**config.mk**
```make
export PLATFORM = sky130hd
export DESIGN_NAME = piezo_hit_detector_unit
export DESIGN_NICKNAME = d
export VERILOG_FILES = /design/src/hdl/phd_pkg.sv /design/src/hdl/phd_lane.sv /design/src/hdl/phd_merge.sv /design/src/hdl/piezo_hit_detector_unit.sv
export VERILOG_INCLUDE_DIRS = /design/src /design/src/hdl
export SDC_FILE = /design/constraint.sdc
export NUM_CORES = 2
export LEC_CHECK = 0
export BUFFER_PORTS_ARGS = -buffer_cell sky130_fd_sc_hd__buf_2
export CAP_MARGIN = 40
export CORE_AREA = 3 3 286 288
export CTS_CLUSTER_DIAMETER = 100
export DETAILED_ROUTE_END_ITERATION = 8
export DIE_AREA = 0 0 289 291
export GPL_TIMING_DRIVEN = 0
export PLACE_DENSITY = 0.69
export SLEW_MARGIN = 15
export SYNTH_ARGS = -nofsm -noshare
export SYNTH_HDL_FRONTEND = slang
export SYNTH_SLANG_ARGS = --single-unit
export TNS_END_PERCENT = 5
```
**constraint.sdc**
```tcl
create_clock -name clk -period 10.13 [get_ports clk]
set_input_delay 2.026 -clock clk [delete_from_list [all_inputs] [get_ports clk]]
set_output_delay 2.026 -clock clk [all_outputs]
set_load 0.01 [all_outputs]
```
**src/hdl/piezo_hit_detector_unit_defines.svh**
```systemverilog
// assertion macros used by phd_merge
`ifndef PIEZO_HIT_DETECTOR_UNIT_DEFINES_SVH
`define PIEZO_HIT_DETECTOR_UNIT_DEFINES_SVH

// same-cycle implication, off during reset
`define PHD_ASSERT_NOW(label, ante, cons, msg) \
    label: assert property (@(posedge clk) disable iff (!rst_n) (ante) |-> (cons)) \
        else $error(msg);

// next-cycle implication, off during reset
`define PHD_ASSERT_NEXT(label, ante, cons, msg) \
    label: assert property (@(posedge clk) disable iff (!rst_n) (ante) |=> (cons)) \
        else $error(msg);

`endif

```
**src/hdl/phd_pkg.sv**
```systemverilog
`default_nettype none

package phd_pkg;

    localparam int NUM_PADS_DEF    = 4;
    localparam int SAMPLE_BITS_DEF = 12;

    localparam int THRESH_BITS = 12;
    localparam int COEFF_BITS  = 17;
    localparam int Q_FRAC_BITS = 16;
    localparam int FORCE_BITS  = 16;

    localparam logic [COEFF_BITS-1:0]  Q_ONE           = 17'h10000;
    localparam logic [FORCE_BITS-1:0]  FORCE_INHIBITED = 16'hFFFF;

    localparam logic [THRESH_BITS-1:0] THRESH_RESET = 12'd150;
    localparam logic [COEFF_BITS-1:0]  COEFF_RESET  = 17'd13107;
    localparam logic                   AWAIT_RESET  = 1'b1;
    localparam logic                   PROX_RESET   = 1'b1;

    localparam int APB_DATA_BITS = 32;
    localparam int APB_ADDR_BITS = 5;
    localparam int REG_IDX_BITS  = 3;

    localparam logic [REG_IDX_BITS-1:0] REG_THRESH  = 3'd0;
    localparam logic [REG_IDX_BITS-1:0] REG_COEFF   = 3'd1;
    localparam logic [REG_IDX_BITS-1:0] REG_AWAIT   = 3'd2;
    localparam logic [REG_IDX_BITS-1:0] REG_PROX    = 3'd3;
    localparam logic [REG_IDX_BITS-1:0] REG_INHIBIT = 3'd4;

    localparam logic KIND_REPORT = 1'b0;
    localparam logic KIND_HIT    = 1'b1;

    typedef struct packed {
        logic                   gate;
        logic [THRESH_BITS-1:0] threshold;
    } phd_cfg_t;

endpackage

`default_nettype wire

```
**src/hdl/phd_lane.sv**
```systemverilog
`default_nettype none

module phd_lane
    import phd_pkg::*;
#(
    parameter int SAMPLE_BITS = SAMPLE_BITS_DEF
)
(
    input  wire logic                   clk,
    input  wire logic                   rst_n,
    input  wire logic                   en,
    input  wire logic [SAMPLE_BITS-1:0] sample,
    input  wire logic [COEFF_BITS-1:0]  coeff,
    output logic      [SAMPLE_BITS-1:0] level
);

    localparam int DIFF_BITS = SAMPLE_BITS + 1;
    localparam int PROD_BITS = COEFF_BITS + 1 + DIFF_BITS;
    localparam int STEP_BITS = PROD_BITS - Q_FRAC_BITS;

    logic signed [DIFF_BITS-1:0] diff;
    logic signed [PROD_BITS-1:0] prod;
    logic signed [STEP_BITS-1:0] step;
    logic [SAMPLE_BITS-1:0]      level_reg;
    logic [SAMPLE_BITS-1:0]      level_next;

    // level + floor(coeff * (sample - level) / 2^16)
    always_comb
    begin
        diff       = $signed({1'b0, sample}) - $signed({1'b0, level_reg});
        prod       = $signed({1'b0, coeff}) * diff;
        step       = prod[PROD_BITS-1:Q_FRAC_BITS];
        level_next = level_reg + step[SAMPLE_BITS-1:0];
    end

    always_ff @(posedge clk or negedge rst_n)
    begin
        if (!rst_n)
        begin
            level_reg <= '0;
        end
        else if (en)
        begin
            level_reg <= level_next;
        end
    end

    assign level = level_reg;

endmodule

`default_nettype wire

```
**src/hdl/phd_merge.sv**
```systemverilog
`default_nettype none

`include "piezo_hit_detector_unit_defines.svh"

module phd_merge
    import phd_pkg::*;
#(
    parameter  int NUM_PADS    = NUM_PADS_DEF,
    parameter  int SAMPLE_BITS = SAMPLE_BITS_DEF,
    localparam int PAD_BITS    = (NUM_PADS > 1) ? $clog2(NUM_PADS) : 1
)
(
    input  wire logic                                  clk,
    input  wire logic                                  rst_n,
    input  wire logic                                  load_valid,
    output logic                                       load_ready,
    input  wire logic [NUM_PADS-1:0][SAMPLE_BITS-1:0]  levels_in,
    input  wire phd_cfg_t                              cfg,
    input  wire logic [NUM_PADS-1:0]                   inhibit,
    output logic                                       out_valid,
    input  wire logic                                  out_ready,
    output logic                                       out_kind,
    output logic      [NUM_PADS-1:0][SAMPLE_BITS-1:0]  out_levels,
    output logic      [PAD_BITS-1:0]                   out_pad,
    output logic      [FORCE_BITS-1:0]                 out_force,
    output logic                                       out_last
);

    localparam int CMP_BITS = (SAMPLE_BITS > THRESH_BITS) ? SAMPLE_BITS : THRESH_BITS;

    logic                                 buf_valid_reg, buf_valid_next;
    logic                                 rep_pending_reg, rep_pending_next;
    logic [NUM_PADS-1:0]                  hits_reg, hits_next;
    logic [NUM_PADS-1:0][SAMPLE_BITS-1:0] levels_reg;
    logic                                 out_valid_reg, out_valid_next;
    logic                                 out_kind_reg;
    logic [NUM_PADS-1:0][SAMPLE_BITS-1:0] out_levels_reg;
    logic [PAD_BITS-1:0]                  out_pad_reg;
    logic [FORCE_BITS-1:0]                out_force_reg;
    logic                                 out_last_reg;

    logic                   out_free;
    logic                   emit;
    logic                   next_last;
    logic                   buf_done;
    logic                   load;
    logic [NUM_PADS-1:0]    new_hits;
    logic [NUM_PADS-1:0]    sel_mask;
    logic [NUM_PADS-1:0]    rem_hits;
    logic [PAD_BITS-1:0]    sel_idx;
    logic [SAMPLE_BITS-1:0] sel_level;
    logic                   sel_inh;

    // lowest pad still to report
    always_comb
    begin
        sel_mask  = '0;
        sel_idx   = '0;
        sel_level = '0;
        sel_inh   = 1'b0;
        for (int i = NUM_PADS - 1; i >= 0; i--)
        begin
            if (hits_reg[i])
            begin
                sel_mask    = '0;
                sel_mask[i] = 1'b1;
                sel_idx     = PAD_BITS'(i);
                sel_level   = levels_reg[i];
                sel_inh     = inhibit[i];
            end
        end
    end

    always_comb
    begin
        for (int i = 0; i < NUM_PADS; i++)
        begin
            new_hits[i] = cfg.gate &&
                (CMP_BITS'(levels_in[i]) > CMP_BITS'(cfg.threshold));
        end
    end

    always_comb
    begin
        out_free   = !out_valid_reg || out_ready;
        emit       = buf_valid_reg && out_free;
        rem_hits   = hits_reg & ~sel_mask;
        next_last  = rep_pending_reg ? (hits_reg == '0) : (rem_hits == '0);
        buf_done   = emit && next_last;
        load_ready = !buf_valid_reg || buf_done;
        load       = load_valid && load_ready;

        buf_valid_next   = load ? 1'b1 : (buf_done ? 1'b0 : buf_valid_reg);
        rep_pending_next = load ? 1'b1 : (emit ? 1'b0 : rep_pending_reg);
        if (load)
        begin
            hits_next = new_hits;
        end
        else if (emit && !rep_pending_reg)
        begin
            hits_next = rem_hits;
        end
        else
        begin
            hits_next = hits_reg;
        end
        out_valid_next = emit ? 1'b1 : (out_ready ? 1'b0 : out_valid_reg);
    end

    always_ff @(posedge clk or negedge rst_n)
    begin
        if (!rst_n)
        begin
            buf_valid_reg   <= 1'b0;
            rep_pending_reg <= 1'b0;
            hits_reg        <= '0;
            out_valid_reg   <= 1'b0;
        end
        else
        begin
            buf_valid_reg   <= buf_valid_next;
            rep_pending_reg <= rep_pending_next;
            hits_reg        <= hits_next;
            out_valid_reg   <= out_valid_next;
        end
    end

    always_ff @(posedge clk)
    begin
        if (load)
        begin
            levels_reg <= levels_in;
        end
        if (emit)
        begin
            out_last_reg <= next_last;
            if (rep_pending_reg)
            begin
                out_kind_reg   <= KIND_REPORT;
                out_levels_reg <= levels_reg;
                out_pad_reg    <= '0;
                out_force_reg  <= '0;
            end
            else
            begin
                out_kind_reg   <= KIND_HIT;
                out_levels_reg <= '0;
                out_pad_reg    <= sel_idx;
                out_force_reg  <= sel_inh ? FORCE_INHIBITED : FORCE_BITS'(sel_level);
            end
        end
    end

    assign out_valid  = out_valid_reg;
    assign out_kind   = out_kind_reg;
    assign out_levels = out_levels_reg;
    assign out_pad    = out_pad_reg;
    assign out_force  = out_force_reg;
    assign out_last   = out_last_reg;

    `PHD_ASSERT_NOW(a_hit_needs_pending, emit && !rep_pending_reg, hits_reg != '0, "no pad left")
    `PHD_ASSERT_NEXT(a_hit_kind, emit && !rep_pending_reg, out_kind_reg == KIND_HIT, "bad kind")
    `PHD_ASSERT_NEXT(a_done_frees_buf, buf_done && !load_valid, !buf_valid_reg, "buffer held")
    `PHD_ASSERT_NEXT(a_gate_closed, load && !cfg.gate, hits_reg == '0, "hits with gate closed")
    `PHD_ASSERT_NEXT(a_rep_last, emit && rep_pending_reg && !next_last, !out_last_reg, "last early")

endmodule

`default_nettype wire

```
**src/hdl/piezo_hit_detector_unit.sv**
```systemverilog
// channel   direction  handshake          payload
// s_*       in         tvalid/tready      tdata: sample_pad0..sample_padN
// m_*       out        tvalid/tready      tdata: levels, hit_pad, hit_force; tuser: item_kind;
//                                         tlast: last_of_run
// apb       in         psel/penable       five config registers at 4*i
//
// an item is registered in the pad lanes and then loaded into the result buffer when
// that is free; results leave one per cycle through the output register while m_tready is high
// each item gives 1 + (pads above threshold while await and prox are set) results,
// so 1 to 1+NUM_PADS results per item, all through the single output register
// rst_n clears pad levels and loads register defaults; m_tready low holds the
// output item and s_tready drops once lane stage and result buffer are both full
`default_nettype none

module piezo_hit_detector_unit
    import phd_pkg::*;
#(
    parameter  int NUM_PADS      = NUM_PADS_DEF,
    parameter  int SAMPLE_BITS   = SAMPLE_BITS_DEF,
    localparam int PAD_BITS      = (NUM_PADS > 1) ? $clog2(NUM_PADS) : 1,
    localparam int IN_RAW_BITS   = NUM_PADS * SAMPLE_BITS,
    localparam int IN_DATA_BITS  = ((IN_RAW_BITS + 7) / 8) * 8,
    localparam int OUT_RAW_BITS  = NUM_PADS * SAMPLE_BITS + PAD_BITS + FORCE_BITS,
    localparam int OUT_DATA_BITS = ((OUT_RAW_BITS + 7) / 8) * 8
)
(
    input  wire logic                     clk,
    input  wire logic                     rst_n,

    input  wire logic                     s_tvalid,
    output logic                          s_tready,
    // sample_pad0, sample_pad1, ... from bit 0
    input  wire logic [IN_DATA_BITS-1:0]  s_tdata,

    output logic                          m_tvalid,
    input  wire logic                     m_tready,
    // level_pad0 .. level_padN, hit_pad, hit_force from bit 0
    output logic      [OUT_DATA_BITS-1:0] m_tdata,
    // item_kind
    output logic                          m_tuser,
    output logic                          m_tlast,

    input  wire logic                     psel,
    input  wire logic                     penable,
    input  wire logic                     pwrite,
    input  wire logic [APB_ADDR_BITS-1:0] paddr,
    input  wire logic [APB_DATA_BITS-1:0] pwdata,
    output logic      [APB_DATA_BITS-1:0] prdata,
    output logic                          pready
);

    logic [THRESH_BITS-1:0] thresh_reg;
    logic [COEFF_BITS-1:0]  coeff_reg;
    logic                   await_reg;
    logic                   prox_reg;
    logic [NUM_PADS-1:0]    inhibit_reg;

    logic [REG_IDX_BITS-1:0] reg_idx;
    logic                    wr;
    logic [COEFF_BITS-1:0]   coeff_sat;
    phd_cfg_t                merge_cfg;

    logic                                 in_accept;
    logic                                 s1_valid_reg, s1_valid_next;
    logic                                 buf_ready;
    logic [NUM_PADS-1:0][SAMPLE_BITS-1:0] lane_levels;

    logic                                 out_kind;
    logic [NUM_PADS-1:0][SAMPLE_BITS-1:0] out_levels;
    logic [PAD_BITS-1:0]                  out_pad;
    logic [FORCE_BITS-1:0]                out_force;
    logic [OUT_RAW_BITS-1:0]              out_raw;

    // config port
    assign pready  = 1'b1;
    assign reg_idx = paddr[APB_ADDR_BITS-1:2];
    assign wr      = psel && penable && pwrite && pready;

    always_ff @(posedge clk or negedge rst_n)
    begin
        if (!rst_n)
        begin
            thresh_reg  <= THRESH_RESET;
            coeff_reg   <= COEFF_RESET;
            await_reg   <= AWAIT_RESET;
            prox_reg    <= PROX_RESET;
            inhibit_reg <= '0;
        end
        else if (wr)
        begin
            case (reg_idx)
                REG_THRESH:  thresh_reg  <= pwdata[THRESH_BITS-1:0];
                REG_COEFF:   coeff_reg   <= pwdata[COEFF_BITS-1:0];
                REG_AWAIT:   await_reg   <= pwdata[0];
                REG_PROX:    prox_reg    <= pwdata[0];
                REG_INHIBIT: inhibit_reg <= pwdata[NUM_PADS-1:0];
                default:     ;
            endcase
        end
    end

    always_comb
    begin
        case (reg_idx)
            REG_THRESH:  prdata = APB_DATA_BITS'(thresh_reg);
            REG_COEFF:   prdata = APB_DATA_BITS'(coeff_reg);
            REG_AWAIT:   prdata = APB_DATA_BITS'(await_reg);
            REG_PROX:    prdata = APB_DATA_BITS'(prox_reg);
            REG_INHIBIT: prdata = APB_DATA_BITS'(inhibit_reg);
            default:     prdata = '0;
        endcase
    end

    // weights above one follow the sample
    assign coeff_sat = (coeff_reg > Q_ONE) ? Q_ONE : coeff_reg;

    assign merge_cfg.gate      = await_reg && prox_reg;
    assign merge_cfg.threshold = thresh_reg;

    // lane stage
    assign s_tready  = !s1_valid_reg || buf_ready;
    assign in_accept = s_tvalid && s_tready;

    always_comb
    begin
        if (in_accept)
        begin
            s1_valid_next = 1'b1;
        end
        else if (buf_ready)
        begin
            s1_valid_next = 1'b0;
        end
        else
        begin
            s1_valid_next = s1_valid_reg;
        end
    end

    always_ff @(posedge clk or negedge rst_n)
    begin
        if (!rst_n)
        begin
            s1_valid_reg <= 1'b0;
        end
        else
        begin
            s1_valid_reg <= s1_valid_next;
        end
    end

    for (genvar p = 0; p < NUM_PADS; p++)
    begin : g_lane
        phd_lane #(
            .SAMPLE_BITS (SAMPLE_BITS)
        ) u_lane (
            .clk    (clk),
            .rst_n  (rst_n),
            .en     (in_accept),
            .sample (s_tdata[p*SAMPLE_BITS +: SAMPLE_BITS]),
            .coeff  (coeff_sat),
            .level  (lane_levels[p])
        );
    end

    phd_merge #(
        .NUM_PADS    (NUM_PADS),
        .SAMPLE_BITS (SAMPLE_BITS)
    ) u_merge (
        .clk        (clk),
        .rst_n      (rst_n),
        .load_valid (s1_valid_reg),
        .load_ready (buf_ready),
        .levels_in  (lane_levels),
        .cfg        (merge_cfg),
        .inhibit    (inhibit_reg),
        .out_valid  (m_tvalid),
        .out_ready  (m_tready),
        .out_kind   (out_kind),
        .out_levels (out_levels),
        .out_pad    (out_pad),
        .out_force  (out_force),
        .out_last   (m_tlast)
    );

    assign out_raw = {out_force, out_pad, out_levels};
    assign m_tdata = OUT_DATA_BITS'(out_raw);
    assign m_tuser = out_kind;

endmodule

`default_nettype wire
```
==> results.cfg <==
[setup_path]
critPathArrivalTime_ns = 11.12
crit_slowest_cell = sky130_fd_sc_hd__fa_1
setup.worst_path.class = input port to register
rr_endpoint = g_lane[2].u_lane.level[11]
setup.worst_path.end_class = register
r2r.worst_path.cells = 37
worst_r2r_startpoint = coeff_reg[3]
critPathMaxFanout = 6
timing.critical_path.slowest_cell_delay_ns = 0.57
cp-start-kind = input port
cp_data_required_time_ns = 10.50
timing.reg2reg.setup_slack_ns = -0.43
critical_path.most_common_cell = sky130_fd_sc_hd__fa_1

[clocking]
clk_pin_slew_worst_paths_ns = 0.07
insertion_delay_ns = 0.51
clock_tree.buffer_depth = 3
clkSinkCount = 204
clock_h_tree_levels = 1
cts-buffers-inserted = 18
cts_root_buffer = sky130_fd_sc_hd__clkbuf_16
cts_tree = yes

[drt]
via_per_inst = 5.698
route.vias.total = 32830
detail_route.drc_violations = 0
detailedRoute.firstPassIterationCount = 8
post_drt_wl_per_cell_um = 23.34
totalWireLength_mm = 134.5
route.antenna.remaining_nets = 0
initialDrtViolationCount = 2919

[finish]
fillCellCount = 7044
final_layout_size_suffix_gt1_frac = 0.1319
p_r_area_growth_vs_syn_pct = 13.82
stdcell_count = 5762
layout.nets = 5925

[synthesis]
synth_cell_type_count = 73
dominant_cells_by_area_after_synthesis = sky130_fd_sc_hd__fa_1 (34%), sky130_fd_sc_hd__ha_1 (15%), sky130_fd_sc_hd__edfxtp_1 (8.6%), sky130_fd_sc_hd__inv_1 (7.5%), sky130_fd_sc_hd__nand2_1 (6.2%)
ys_async_rst_share = 0.4461
synth_area_per_cell_um2 = 9.077
most_used_standard_cells_in_the_synthesized_netlist = sky130_fd_sc_hd__inv_1 (787), sky130_fd_sc_hd__fa_1 (664), sky130_fd_sc_hd__nand2_1 (650)
synth-seq-cells = 204
sequential_to_total_area_share_from_yosys_stat = 0.1439
yosys_warnings = 0
post-synth-top-area-cell = sky130_fd_sc_hd__fa_1
synth_top_cell_area_share = 0.3363
synth_edf_count = 113
ys.flop_type = sky130_fd_sc_hd__edfxtp_1
synth_most_common_cell = sky130_fd_sc_hd__inv_1
synthCells = 4355
syn_area_um2 = 39530

[placed_design]
place.port_buffers = 160
dp_hpwl_mm = 111.8
dp_cells = 5654
global_placement_routability_congestion = 0.9791

[timing]
timing.final.ws_setup_ns = -0.6136
hold_viol_final = 0
grt_setup_unrepaired = true
maxSlewViolCount = 0
skew_ns = 0.01934
f_max_mhz = 93.08
timing.final.crit_period_ns = 10.74
timing.final.setup_violations = 8
final_min_period_over_clock_period = 1.061
max-slew-margin-rel = 0.3980
worst_pin_slew_ns = 0.8965

[worst_hold_path]
hp-start = s1_valid_reg
number_of_cells_traversed_by_the_worst_hold_path = 1
hp-class = register to register
whs_endpoint = u_merge.buf_valid_reg

[outcome]
failed_checks = setup timing
run_status = finished with violations

[grt]
grt_antenna_before_repair = 7
grt_pass1_wl_mm = 202.7
globalRouteTotalUtil = 0.3228
grt_pass1_vias = 33370
residual_overflow_from_global_routing = 0
maximum_number_of_pins_on_one_net_before_global_route_repair = 53

[floorplan]
top_level_i_o_count = 201
core_area_um2 = 79130
chipHeight_um = 291
die_width_um = 289
die-area_um2 = 84100
rows = 103
initial_utilization = 0.4996

[flow_run]
maxCapViolations = 0
[cell type report]
type	count	area (um^2)	area share
Buffer	195	1031	0.02292
Inverter	788	2964	0.06588
Sequential cell	204	5688	0.1264
Clock buffer	24	514.2	0.01143
Antenna cell	3	7.507	0.0001669
Clock inverter	8	46.29	0.001029
Timing Repair Buffer	304	2182	0.04850
Multi-Input combinational cell	3186	31250	0.6945
Tap cell	1050	1314	0.02920
[metal layers]
layer / global-route usage / up-vias / part of all wire
li1: - / 14280 / -
met1: 0.4297 / 16310 / 0.38
met2: 0.4858 / 1785 / 0.43
met3: 0.09820 / 449 / 0.12
met4: 0.1442 / 2 / 0.060
met5: 0 / - / 0.000089
[cells in the final DEF, fill, tap and decap left out, types with 20 or more instances in the layout]
cell type and count:
sky130_fd_sc_hd__xnor2_1 58, sky130_fd_sc_hd__and3_1 28, sky130_fd_sc_hd__nor2_1 335, sky130_fd_sc_hd__ha_1 459, sky130_fd_sc_hd__clkbuf_1 113, sky130_fd_sc_hd__o21a_1 26
sky130_fd_sc_hd__fa_1 660, sky130_fd_sc_hd__conb_1 22, sky130_fd_sc_hd__a21o_1 35, sky130_fd_sc_hd__buf_2 168, sky130_fd_sc_hd__edfxtp_1 113, sky130_fd_sc_hd__nor3_1 40
sky130_fd_sc_hd__a21oi_1 97, sky130_fd_sc_hd__inv_1 781, sky130_fd_sc_hd__buf_4 119, sky130_fd_sc_hd__dfrtp_1 77, sky130_fd_sc_hd__buf_6 41, sky130_fd_sc_hd__clkbuf_2 22
sky130_fd_sc_hd__mux2_2 29, sky130_fd_sc_hd__nand2_1 643, sky130_fd_sc_hd__xor2_1 26, sky130_fd_sc_hd__clkbuf_16 20, sky130_fd_sc_hd__o21ai_0 96, sky130_fd_sc_hd__nand4_1 24
sky130_fd_sc_hd__nor2b_1 33, sky130_fd_sc_hd__nand2b_1 91, sky130_fd_sc_hd__and2_1 123, sky130_fd_sc_hd__nand3_1 28
[logic make-up after synthesis]
kind of cell / synth area share
buffers and inverters: 0.09591
other: 0.0001900
muxes: 0.01307
AOI/OAI and AO/OA: 0.06967
and+or+nand+nor: 0.1608
xor gates and xnor gates: 0.03051
adders and majority gates: 0.4859
DFF: 0.1439
[worst max-delay path: cells and delay by family]
| kind | cells | cell delay, ns |
|---|---|---|
| adder cells (fa/ha/maj) | 10 | 4.01 |
| AND/OR/NAND/NOR | 12 | 1.93 |
| AO/OA/AOI/OAI | 9 | 1.65 |
| buffers and inverters | 6 | 0.70 |
| multiplexers | 1 | 0.20 |
| XOR/XNOR | 3 | 0.58 |
[worst max path at each step]
| stage | end | cells past startpoint | slack (ns) | start |
|---|---|---|---|---|
| finish | g_lane[2].u_lane.level[11] | 41 | -0.61 | s_tdata[24] |
| global route | g_lane[3].u_lane.level[11] | 37 | -0.88 | s_tdata[36] |
| CTS | g_lane[0].u_lane.level[11] | 41 | -0.58 | s_tdata[1] |
| detailed placement | g_lane[3].u_lane.level[10] | 40 | -2.01 | s_tdata[37] |
| global placement | g_lane[1].u_lane.level[10] | 42 | -2.20 | s_tdata[12] |
| floorplan | g_lane[0].u_lane.level[11] | 37 | -0.15 | s_tdata[1] |
[what timing repair did]
item / in CTS / in global routing
pin swaps: 56 / 49
setup buffers: 40 / 27
setup endpoints to repair: 32 / 27
resized for setup: 188 / 99
hold buffers: 0 / 0
cloned: 0 / 1
[stage by stage]
| step | utilization | hold slack (ns) | setup TNS, ns | instance area (um^2) | setup slack (ns) |
|---|---|---|---|---|---|
| floorplan | - | 0.4506 | -0.5630 | 39830 | -0.1458 |
| global route | 0.5686 | 0.5481 | -8.503 | 44990 | -0.8785 |
| global placement | 0.5300 | 0.4925 | -47.50 | 41940 | -2.199 |
| CTS | 0.5606 | 0.5099 | -4.295 | 44360 | -0.5773 |
| finish | 0.5686 | 0.5218 | -3.053 | 44990 | -0.6136 |
| detailed placement | 0.5399 | 0.5064 | -39.40 | 42720 | -2.013 |
Power is left out: the tool's default activity adds up to more than one toggle a clock period on the data nets, which glitch-free logic cannot reach.
